## src/design/lcg_pkg.sv

```systemverilog
`default_nettype none
// ----------------------------------------------------------------------------
// lcg_pkg: shared types and constants of the linear congruential generator
// Holds the generator constants, the register map, the sequencer states and
// the status bundle of the remainder unit.
// ----------------------------------------------------------------------------
package lcg_pkg;

    localparam int unsigned MAX_COUNT = 64;
    localparam int unsigned CNT_W     = $clog2(MAX_COUNT + 1);

    localparam int unsigned STATE_W  = 32;
    localparam int unsigned RANGE_W  = 31;
    localparam int unsigned COUNT_W  = 7;
    localparam int unsigned SUM_W    = 34;
    localparam int unsigned DIV_CNT_W = $clog2(STATE_W + 1);

    localparam logic [STATE_W-1:0] LCG_MUL = 32'd1664525;
    localparam logic [STATE_W-1:0] LCG_ADD = 32'd1013904223;

    typedef enum logic [1:0] {
        REG_SEED         = 2'd0,
        REG_MODE         = 2'd1,
        REG_RANGE_MAX    = 2'd2,
        REG_RANGE_OFFSET = 2'd3
    } lcg_reg_t;

    typedef enum logic [2:0] {
        ST_IDLE,
        ST_MUL,
        ST_ADD,
        ST_DIV,
        ST_SUM,
        ST_ABS,
        ST_EMIT
    } lcg_state_t;

    typedef struct packed {
        logic               done;
        logic [RANGE_W-1:0] remainder;
    } lcg_div_stat_t;

endpackage
`default_nettype wire

```

## src/design/lcg_random_generator.sv

```systemverilog
`default_nettype none
// ----------------------------------------------------------------------------
// lcg_random_generator: 32-bit linear congruential random number generator
// Each input beat carries a count; the block emits that many numbers up to 64.
// ----------------------------------------------------------------------------
// Each accepted request (count 1 to 64, larger counts clamp to 64, zero gives
// nothing) produces one output beat per number, tlast on the final one. The
// state advances as state = 1664525 * state + 1013904223 mod 2^32, through a
// registered multiply and an add. In bounded mode the value is |state mod
// range_max + range_offset|; the remainder comes from a bit-serial unit. A
// zero range_max skips the remainder and uses the state itself. The input
// is not ready while a request is being worked on; the last result may still
// wait in the output register while the next request is taken. Writing the
// seed register loads the state at once; the user must write the registers
// only while the block is idle, and the block itself does not enforce it.
// ----------------------------------------------------------------------------
module lcg_random_generator (
    input  wire logic        aclk,
    input  wire logic        aresetn,

    input  wire logic        cfg_we,
    input  wire logic [1:0]  cfg_addr,
    input  wire logic [31:0] cfg_wdata,

    input  wire logic        s_axis_tvalid,
    output logic             s_axis_tready,
    input  wire logic [7:0]  s_axis_tdata,   // [6:0] count, [7] zero pad

    output logic             m_axis_tvalid,
    input  wire logic        m_axis_tready,
    output logic [31:0]      m_axis_tdata,   // [31:0] value
    output logic             m_axis_tlast
);

    lcg_pkg::lcg_state_t state_reg, state_next;

    logic [lcg_pkg::STATE_W-1:0] gen_state_reg, gen_state_next;
    logic                        bounded_reg;
    logic [lcg_pkg::RANGE_W-1:0] range_max_reg;
    logic signed [31:0]          offset_reg;

    logic [lcg_pkg::CNT_W-1:0]   remain_reg, remain_next;
    logic [lcg_pkg::STATE_W-1:0] rem_val_reg, rem_val_next;
    logic [lcg_pkg::SUM_W-1:0]   sum_reg, sum_next;
    logic [lcg_pkg::STATE_W-1:0] result_reg, result_next;

    logic                        out_valid_reg, out_valid_next;
    logic [lcg_pkg::STATE_W-1:0] out_data_reg, out_data_next;
    logic                        out_last_reg, out_last_next;

    logic                        mac_load;
    logic [lcg_pkg::STATE_W-1:0] mac_out;
    logic                        div_start;
    lcg_pkg::lcg_div_stat_t      div_stat;

    logic [lcg_pkg::COUNT_W-1:0] req_count;
    logic [lcg_pkg::CNT_W-1:0]   req_sat;
    logic                        out_free;

    lcg_mac u_mac (
        .aclk      (aclk),
        .load      (mac_load),
        .state_in  (gen_state_reg),
        .state_out (mac_out)
    );

    lcg_divider u_div (
        .aclk     (aclk),
        .aresetn  (aresetn),
        .start    (div_start),
        .dividend (mac_out),
        .divisor  (range_max_reg),
        .status   (div_stat)
    );

    // Configuration registers.
    always_ff @(posedge aclk) begin
        if (!aresetn) begin
            bounded_reg   <= 1'b0;
            range_max_reg <= lcg_pkg::RANGE_W'(1);
            offset_reg    <= '0;
        end else if (cfg_we) begin
            unique case (lcg_pkg::lcg_reg_t'(cfg_addr))
                lcg_pkg::REG_SEED: begin
                end
                lcg_pkg::REG_MODE: begin
                    bounded_reg <= cfg_wdata[0];
                end
                lcg_pkg::REG_RANGE_MAX: begin
                    range_max_reg <= cfg_wdata[lcg_pkg::RANGE_W-1:0];
                end
                lcg_pkg::REG_RANGE_OFFSET: begin
                    offset_reg <= cfg_wdata;
                end
                default: begin
                end
            endcase
        end
    end

    assign req_count = s_axis_tdata[lcg_pkg::COUNT_W-1:0];
    assign req_sat   = (req_count > lcg_pkg::COUNT_W'(lcg_pkg::MAX_COUNT))
                     ? lcg_pkg::CNT_W'(lcg_pkg::MAX_COUNT)
                     : lcg_pkg::CNT_W'(req_count);
    assign out_free  = !out_valid_reg || m_axis_tready;

    always_ff @(posedge aclk) begin
        if (!aresetn) begin
            state_reg     <= lcg_pkg::ST_IDLE;
            gen_state_reg <= '0;
            remain_reg    <= '0;
            out_valid_reg <= 1'b0;
        end else begin
            state_reg     <= state_next;
            gen_state_reg <= gen_state_next;
            remain_reg    <= remain_next;
            out_valid_reg <= out_valid_next;
        end
    end

    always_ff @(posedge aclk) begin
        rem_val_reg  <= rem_val_next;
        sum_reg      <= sum_next;
        result_reg   <= result_next;
        out_data_reg <= out_data_next;
        out_last_reg <= out_last_next;
    end

    always_comb begin
        state_next     = state_reg;
        gen_state_next = gen_state_reg;
        remain_next    = remain_reg;
        rem_val_next   = rem_val_reg;
        sum_next       = sum_reg;
        result_next    = result_reg;
        out_data_next  = out_data_reg;
        out_last_next  = out_last_reg;
        out_valid_next = out_valid_reg && !m_axis_tready;
        s_axis_tready  = 1'b0;
        mac_load       = 1'b0;
        div_start      = 1'b0;

        // The user keeps seed writes to idle; the block does not enforce it.
        if (cfg_we && lcg_pkg::lcg_reg_t'(cfg_addr) == lcg_pkg::REG_SEED) begin
            gen_state_next = cfg_wdata;
        end

        unique case (state_reg)
            lcg_pkg::ST_IDLE: begin
                s_axis_tready = 1'b1;
                if (s_axis_tvalid && req_sat != '0) begin
                    remain_next = req_sat;
                    state_next  = lcg_pkg::ST_MUL;
                end
            end
            lcg_pkg::ST_MUL: begin
                mac_load   = 1'b1;
                state_next = lcg_pkg::ST_ADD;
            end
            lcg_pkg::ST_ADD: begin
                gen_state_next = mac_out;
                if (!bounded_reg) begin
                    result_next = mac_out;
                    state_next  = lcg_pkg::ST_EMIT;
                end else if (range_max_reg == '0) begin
                    // A zero divisor leaves the dividend as the remainder.
                    rem_val_next = mac_out;
                    state_next   = lcg_pkg::ST_SUM;
                end else begin
                    div_start  = 1'b1;
                    state_next = lcg_pkg::ST_DIV;
                end
            end
            lcg_pkg::ST_DIV: begin
                if (div_stat.done) begin
                    rem_val_next = {1'b0, div_stat.remainder};
                    state_next   = lcg_pkg::ST_SUM;
                end
            end
            lcg_pkg::ST_SUM: begin
                sum_next   = {2'b00, rem_val_reg}
                           + {{2{offset_reg[31]}}, offset_reg};
                state_next = lcg_pkg::ST_ABS;
            end
            lcg_pkg::ST_ABS: begin
                if (sum_reg[lcg_pkg::SUM_W-1]) begin
                    result_next = lcg_pkg::STATE_W'(0) - sum_reg[lcg_pkg::STATE_W-1:0];
                end else begin
                    result_next = sum_reg[lcg_pkg::STATE_W-1:0];
                end
                state_next = lcg_pkg::ST_EMIT;
            end
            lcg_pkg::ST_EMIT: begin
                if (out_free) begin
                    out_valid_next = 1'b1;
                    out_data_next  = result_reg;
                    out_last_next  = (remain_reg == lcg_pkg::CNT_W'(1));
                    remain_next    = remain_reg - 1'b1;
                    if (remain_reg == lcg_pkg::CNT_W'(1)) begin
                        state_next = lcg_pkg::ST_IDLE;
                    end else begin
                        state_next = lcg_pkg::ST_MUL;
                    end
                end
            end
            default: begin
                state_next = lcg_pkg::ST_IDLE;
            end
        endcase
    end

    assign m_axis_tvalid = out_valid_reg;
    assign m_axis_tdata  = out_data_reg;
    assign m_axis_tlast  = out_last_reg;

endmodule
`default_nettype wire

```

## src/design/lcg_mac.sv

```systemverilog
`default_nettype none
// ----------------------------------------------------------------------------
// lcg_mac: multiply-add step of the generator
// Registers the product of the state and the multiplier constant, then adds
// the increment on the way out. Both operations wrap modulo 2^32.
// ----------------------------------------------------------------------------
module lcg_mac (
    input  wire logic                          aclk,
    input  wire logic                          load,
    input  wire logic [lcg_pkg::STATE_W-1:0]   state_in,
    output logic      [lcg_pkg::STATE_W-1:0]   state_out
);

    logic [lcg_pkg::STATE_W-1:0] prod_reg;
    logic [lcg_pkg::STATE_W-1:0] prod_next;

    always_comb begin
        prod_next = state_in * lcg_pkg::LCG_MUL;
    end

    always_ff @(posedge aclk) begin
        if (load) begin
            prod_reg <= prod_next;
        end
    end

    assign state_out = prod_reg + lcg_pkg::LCG_ADD;

endmodule
`default_nettype wire

```

## src/design/lcg_divider.sv

```systemverilog
`default_nettype none
// ----------------------------------------------------------------------------
// lcg_divider: bit-serial remainder unit
// Restoring division of a 32-bit dividend by a nonzero 31-bit divisor, one
// quotient bit per cycle; only the remainder is kept.
// ----------------------------------------------------------------------------
module lcg_divider (
    input  wire logic                          aclk,
    input  wire logic                          aresetn,
    input  wire logic                          start,
    input  wire logic [lcg_pkg::STATE_W-1:0]   dividend,
    input  wire logic [lcg_pkg::RANGE_W-1:0]   divisor,
    output lcg_pkg::lcg_div_stat_t             status
);

    logic [lcg_pkg::STATE_W-1:0]   shift_reg;
    logic [lcg_pkg::RANGE_W-1:0]   rem_reg;
    logic [lcg_pkg::DIV_CNT_W-1:0] cnt_reg;
    logic                          done_reg;

    logic [lcg_pkg::STATE_W-1:0]   trial;
    logic [lcg_pkg::STATE_W-1:0]   diff;
    logic [lcg_pkg::RANGE_W-1:0]   rem_next;

    always_comb begin
        trial    = {rem_reg, shift_reg[lcg_pkg::STATE_W-1]};
        diff     = trial - {1'b0, divisor};
        // The trial value stays below twice the divisor, so one subtract does.
        if (trial >= {1'b0, divisor}) begin
            rem_next = diff[lcg_pkg::RANGE_W-1:0];
        end else begin
            rem_next = trial[lcg_pkg::RANGE_W-1:0];
        end
    end

    always_ff @(posedge aclk) begin
        if (!aresetn) begin
            cnt_reg  <= '0;
            done_reg <= 1'b0;
        end else if (start) begin
            cnt_reg  <= lcg_pkg::DIV_CNT_W'(lcg_pkg::STATE_W);
            done_reg <= 1'b0;
        end else if (cnt_reg != '0) begin
            cnt_reg  <= cnt_reg - 1'b1;
            done_reg <= (cnt_reg == lcg_pkg::DIV_CNT_W'(1));
        end else begin
            done_reg <= 1'b0;
        end
    end

    always_ff @(posedge aclk) begin
        if (start) begin
            shift_reg <= dividend;
            rem_reg   <= '0;
        end else if (cnt_reg != '0) begin
            shift_reg <= {shift_reg[lcg_pkg::STATE_W-2:0], 1'b0};
            rem_reg   <= rem_next;
        end
    end

    assign status.done      = done_reg;
    assign status.remainder = rem_reg;

endmodule
`default_nettype wire

```

## config.mk

```make
export PLATFORM = sky130hd
export DESIGN_NAME = lcg_random_generator
export DESIGN_NICKNAME = d
export VERILOG_FILES = /design/src/design/lcg_pkg.sv /design/src/design/lcg_random_generator.sv /design/src/design/lcg_mac.sv /design/src/design/lcg_divider.sv
export SDC_FILE = /design/constraint.sdc
export NUM_CORES = 1
export LEC_CHECK = 0
export BUFFER_PORTS_ARGS = -buffer_cell sky130_fd_sc_hd__buf_4
export CAP_MARGIN = 15
export CELL_PAD_IN_SITES_DETAIL_PLACEMENT = 0
export CELL_PAD_IN_SITES_GLOBAL_PLACEMENT = 2
export CORE_MARGIN = 2
export CORE_UTILIZATION = 42
export DETAILED_ROUTE_END_ITERATION = 10
export GPL_ROUTABILITY_DRIVEN = 0
export PLACE_DENSITY_LB_ADDON = 0.1
export SETUP_SLACK_MARGIN = 0.5
export SLEW_MARGIN = 20
export SYNTH_ARGS = -nofsm -noshare
export SYNTH_HDL_FRONTEND = slang
export SYNTH_HIERARCHICAL = 1
export SYNTH_SLANG_ARGS = --single-unit
```

## constraint.sdc

```tcl
create_clock -name aclk -period 6.39 [get_ports aclk]
set_clock_uncertainty 0.2 [all_clocks]
set_input_delay 0.3195 -clock aclk [delete_from_list [all_inputs] [get_ports aclk]]
set_output_delay 0.3195 -clock aclk [all_outputs]
set_load 0.01 [all_outputs]
```

# Yosys cells after proc, flatten, opt, wreduce, memory -nomap -nowiden
# Cells that the tools add are included.
dict set report word_totals {
  ff_bits 340
  inputBits 47
  out_inout_bits 35
}
dict set report classes {
  n_addsub 6
  mul 1
  n_lt_le_gt_ge 2
  n_eq_ne 17
  muxes 32
  bitwise_logic 2
  n_reduce_logical 26
}
# op n
set ops {}
lappend ops {{32-bit two-way mux} 9}
lappend ops {{32-bit case mux with 2 select lines} 2}
lappend ops {{33-bit by 32-bit adder with 34-bit output} 1}
lappend ops {{32-bit by 30-bit adder with 32-bit output, second input constant} 1}
lappend ops {{32-bit by 31-bit >= comparator with 1-bit output} 1}
lappend ops {{32-bit by 21-bit multiplier with 32-bit output, second input constant} 1}
lappend ops {{1-bit by 32-bit subtractor with 32-bit output, first input constant} 1}
lappend ops {{31-bit zero test} 1}
lappend ops {{31-bit two-way mux} 1}
lappend ops {{31-bit subtractor} 1}
lappend ops {{7-bit two-way mux} 3}
lappend ops {{3-bit case mux with 7 select lines} 1}
lappend ops {{3-bit two-way mux} 5}
lappend ops {{7-bit case mux with 2 select lines} 1}
lappend ops {{6-bit two-way mux} 2}
lappend ops {{2-bit inequality test, second input constant} 5}
lappend ops {{2-bit AND reduction} 5}
lappend ops {{2-bit nonzero test} 5}
lappend ops {{3-bit == test, second input constant} 3}
lappend ops {{1-bit two-way mux} 8}
lappend ops {{7-bit by 1-bit == test with 1-bit output, second input constant} 1}
lappend ops {{7-bit > comparator, second input constant} 1}
lappend ops {{7-bit nonzero test} 1}
lappend ops {{7-bit by 1-bit subtractor with 7-bit output, second input constant} 1}
lappend ops {{18 further kinds} 25}

# Depth between registers and ports, before layout
dict set report depth {
  word_depth 6
  mapped_depth 21
  depth_no_buf 21
}

# Modules after synthesis
# Netlist, hierarchy kept.
# module instances cells_per_inst area_per_inst_um2
set by_module_without_submodules {}
lappend by_module_without_submodules {lcg_random_generator 1 1127 11696.2}
lappend by_module_without_submodules {lcg_mac 1 815 8270.4}
lappend by_module_without_submodules {lcg_divider 1 575 4983.5}

# Worst setup path after synthesis
# Ideal clock, no wire load.
dict set report synth_path {
  path_kind {register -> register}
  from {register gen_state_reg[3] (netlist name)}
  to {register u_mac/prod_reg[31] (netlist name), data pin}
  setup_time_ns 0.260
  arrival_time_ns 5.272
  required_time_ns 5.930
  slack_ns 0.658
  path_stages_with_launch 18
  synth_period_minus_slack_ns 5.732
  path_cell_list {dfxtp_1 > ha_1 > inv_1 > fa_1 > fa_1 > inv_1 > fa_1 > fa_1 > fa_1 > fa_1 > ha_1 > a21o_1 > a211oi_1 > o21bai_1 > a21o_1 > a31oi_1 > o21ai_1 > xnor2_1}
}
dict set report synth_via {
  elab_chain_cells 1
}
# item line
set synth_rtl {}
lappend synth_rtl {{start: declaration} lcg_random_generator.sv:37} ;# logic [lcg_pkg::STATE_W-1:0] gen_state_reg, gen_state_next;
lappend synth_rtl {{start signal: assignment} lcg_random_generator.sv:115} ;# gen_state_reg <= gen_state_next;
lappend synth_rtl {{32-bit by 21-bit multiplier with 32-bit output} lcg_mac.sv:18} ;# prod_next = state_in * lcg_pkg::LCG_MUL;
lappend synth_rtl {{via u_mac.prod_next (one bit)} lcg_mac.sv:15} ;# logic [lcg_pkg::STATE_W-1:0] prod_next;
lappend synth_rtl {{end signal: assignment} lcg_mac.sv:23} ;# prod_reg <= prod_next;
lappend synth_rtl {{end: declaration} lcg_mac.sv:14} ;# logic [lcg_pkg::STATE_W-1:0] prod_reg;
# The timed path passes the listed nets, and every way through them passes these cells.
# A chain may end at the register's enable or synchronous reset.

# Worst setup path in the final report
dict set report layout_path {
  from {register gen_state_reg[9] (netlist name)}
  to {register u_mac/prod_reg[25] (netlist name), data pin}
}
# Same word-level chain as after synthesis.

==> flow_metrics.tcl <==
set metrics [dict create \
    met2_usage_pct 37.2 \
    switching_share_pct 45.1 \
    power.density_nw_per_um2 533 \
    drive_above_1_share_pct 13.4 \
    ir_drop_mv 0.465 \
    finalPower_mw 15.3 \
    crit_type "reg2reg" \
    grt_first_pass_wirelength_mm 113 \
    cts_buffers 43 \
    grt_antenna_before_repair 4 \
    postSynthCellCount 2517 \
    yosys.area_share.simple_pct 12.2 \
    fin_crit_ns 5.77 \
    reg2reg_to "u_mac/prod_reg[25]" \
    worstSetupEndpoint "u_mac/prod_reg[25]" \
    maxCapViolCount 0 \
    place_ws_ns 0.273 \
    fp.dieH_um 248 \
    synth_top_area_cell "edfxtp_1" \
    synth-adder-area-share_pct 22.4 \
    hold-worst-slack_ns 0.218 \
    p_int_mw 8.42 \
    p_switching_mw 6.92 \
    arrival_ns 5.89 \
    cts_tree "yes" \
    clock_sinks 339 \
    drtIter0Drc 1227 \
    totalWireLength_mm 74.6 \
    htree_num_levels 2 \
    leakage_nw 12.4 \
    grt_overflow 0 \
    drc_errors 0 \
    layout_setup_ws_ns 0.618 \
    synth_compound_area_share_pct 15.0 \
    dieArea_sq_um 61400 \
    largest_reg_flops 33 \
    r2r-start "gen_state_reg[9]" \
    grt_use_met3_pct 4.40 \
    seq_area_frac_synth_pct 35.0 \
    r2r_slack_ns 0.62 \
    end_kind "flop" \
    io_pins 82 \
    startpoint_type "flop" \
    setup_violations 0 \
    syn-cell-area_sq_um 25000 \
    power_frac_clock_pct 16.9 \
    fp-row-count 89 \
    worst-r2r-cell-count 19 \
    synth_seq_cells 339 \
    fin_setup_tns_ns 0 \
    clkSlewWorstSetupHoldPaths_ns 0.06 \
    post-route-period-util_pct 90.3 \
    fin_nets 3050 \
    dpl.hpwl_mm 56.8 \
    path_max_fanout 5 \
    start_util_pct 42.4 \
    synth_mux_area_share_pct 4.40 \
    postRouteAntennaNets 0 \
    synth-main-ff-cell "edfxtp_1" \
    vias 18755 \
    synth_edf_count 194 \
    ys_top_cells_by_area "edfxtp_1 23%, dfxtp_1 12%, ha_1 12%" \
    grt_util_met1_pct 36.8 \
    pwr-share-seq_pct 24.0 \
    grt_max_degree 86 \
    synth_warnings 6 \
    synthArstFlopShare_pct 0 \
    synth_cell_types 97 \
    crit_start "gen_state_reg[9]" \
    portBuffers 80 \
    grt_setup_unrepaired "yes" \
    status "completed" \
    fmax_ghz 0.173 \
    routedWlPerCell_um 21.6 \
    post_drt_via_cell_ratio 5.44 \
    clock_latency_ns 0.59 \
    die_w_um 248 \
    hold_path_class "reg2reg" \
    synth_top_cell_area_share_pct 23.3 \
    clk_path_buf_depth 3 \
    synth_top_family_by_area "adder cells" \
    firstDrtPassIters 5 \
    grt_pass1_vias 18362 \
    busiest_layer "met2" \
    worstMarginPinSlew_ns 1.14 \
    grt_use_total_pct 24.8 \
    combPwrFrac_pct 59.2 \
    clock_tree.root_cell "clkbuf_16" \
    slew_viol_final 0 \
    synth-xor-area-share_pct 5.05 \
    crit_required_ns 6.51 \
    slew-limit-headroom_pct 23.3 \
    core_sq_um 58900 \
    hold_viol 0 \
    syn_avg_cell_area_sq_um 9.91 \
    areaGrowthSynthToFinish_pct 15.4 \
    syn_nets 2930 \
]
==> synthesized netlist by cell type, types with 20 or more instances <==
library cell / number
xnor2_1: 71
nor2_1: 107
nor2b_1: 20
mux2i_1: 40
mux2_2: 62
o21ai_1: 23
edfxtp_1: 194
a21o_1: 31
dfxtp_1: 145
nor3_1: 29
inv_1: 284
ha_1: 232
a21oi_1: 88
fa_1: 134
o211a_1: 35
a21boi_0: 69
a311oi_1: 24
o21ai_0: 93
xor2_1: 73
nand2_1: 338
clkbuf_1: 68
nand3_1: 38
==> routing by layer <==
layer | share of wire (%) | wire length, um
met3 | 6.0 | 4500
met5 | 0.036 | 27
met2 | 43 | 31900
met4 | 2.3 | 1740
met1 | 49 | 36400
==> critical path, stage by stage, from the launching register on <==
cell      delay [ns]
dfxtp_2         0.34
ha_1            0.32
ha_1            0.30
inv_1           0.10
fa_1            0.52
inv_1           0.05
fa_1            0.50
fa_1            0.44
fa_1            0.54
inv_1           0.06
fa_1            0.53
inv_1           0.07
ha_4            0.26
nand2_1         0.05
o21ai_1         0.12
o41ai_2         0.34
o31ai_4         0.18
buf_4           0.18
a311oi_1        0.32
xnor2_1         0.10
==> worst min-delay path by stage <==
| stage | start | to | slack, ns | depth (start not counted) |
|---|---|---|---|---|
| final | result_reg[27] | m_axis_tdata[27] | 0.22 | 0 |
| after detailed placement | result_reg[18] | m_axis_tdata[18] | 0.20 | 0 |
| after CTS | result_reg[8] | m_axis_tdata[8] | 0.22 | 0 |
| after global placement | result_reg[17] | m_axis_tdata[17] | 0.20 | 0 |
| after floorplan | result_reg[0] | m_axis_tdata[0] | 0.20 | 0 |
| after global routing | result_reg[5] | m_axis_tdata[5] | 0.22 | 0 |
==> cells in the final DEF (no fill, tap or decap), drive strengths merged, types with 18 or more instances in the layout <==
cell and n:
edfxtp 194, ha 232, o21ai 118, dfxtp 145, buf 119, a21oi 89, nor2 109, nand2 339
mux2i 40, fa 134, nor3 29, nand3 39, a21boi 72, inv 290, xor2 73, clkbuf 50
dlygate4sd3 49, a31oi 18, o31ai 19, mux2 62, nor4 18, xnor2 71, a311oi 24, nor2b 20
a21o 31, o211a 35, and2 19
==> area by class of cell <==
class	instances	area [sq um]
Multi-Input combinational cell	1801	15100
Clock buffer	50	1130
Antenna cell	2	5.00
Clock inverter	29	363
Sequential cell	339	8750
Tap cell	773	967
Inverter	284	1070
Timing Repair Buffer	168	1380
Fill cell	5441	30100
==> what timing repair did <==
item                                    4_1_cts  5_1_grt
hold buffers                                 49        0
resized for setup                            18       41
endpoints found under the setup margin        8       10
pin swaps                                     2       22
hold endpoints to repair                     96        0
gates cloned                                  0        0
buffers inserted                              0        3
==> kinds of logic (layout without fill, tap and decap cells) <==
kind of cell / after synthesis / count (layout)
AO/OA/AOI/OAI: 525 / 525
multiplexers: 102 / 102
AND/OR/NAND/NOR: 664 / 664
other: 0 / 2
XOR/XNOR: 144 / 144
flip-flops: 339 / 339
adder cells (fa/ha/maj): 366 / 366
buffers and inverters: 377 / 531
==> through the flow <==
step,util [%],instances,area [sq um]
2_1_floorplan,-,2517,25000
3_3_place_gp,44.8,3313,26400
3_5_place_dp,44.9,3313,26400
4_1_cts,48.5,3441,28500
5_1_grt,48.9,3444,28800
6_report,48.9,3446,28800
==> power by group through the flow <==
| stage | clock [mW] | sequential (mW) | combinational (mW) |
|---|---|---|---|
| 4_1_cts | 2.65 | 3.66 | 8.75 |
| 2_1_floorplan | 0 | 3.48 | 6.19 |
| 3_3_place_gp | 0 | 3.69 | 8.37 |
| 5_1_grt | 2.73 | 3.73 | 10.2 |
| 3_5_place_dp | 0 | 3.70 | 8.46 |
| 6_report | 2.59 | 3.68 | 9.08 |
No activity file was read; power rests on OpenSTA's default activity.
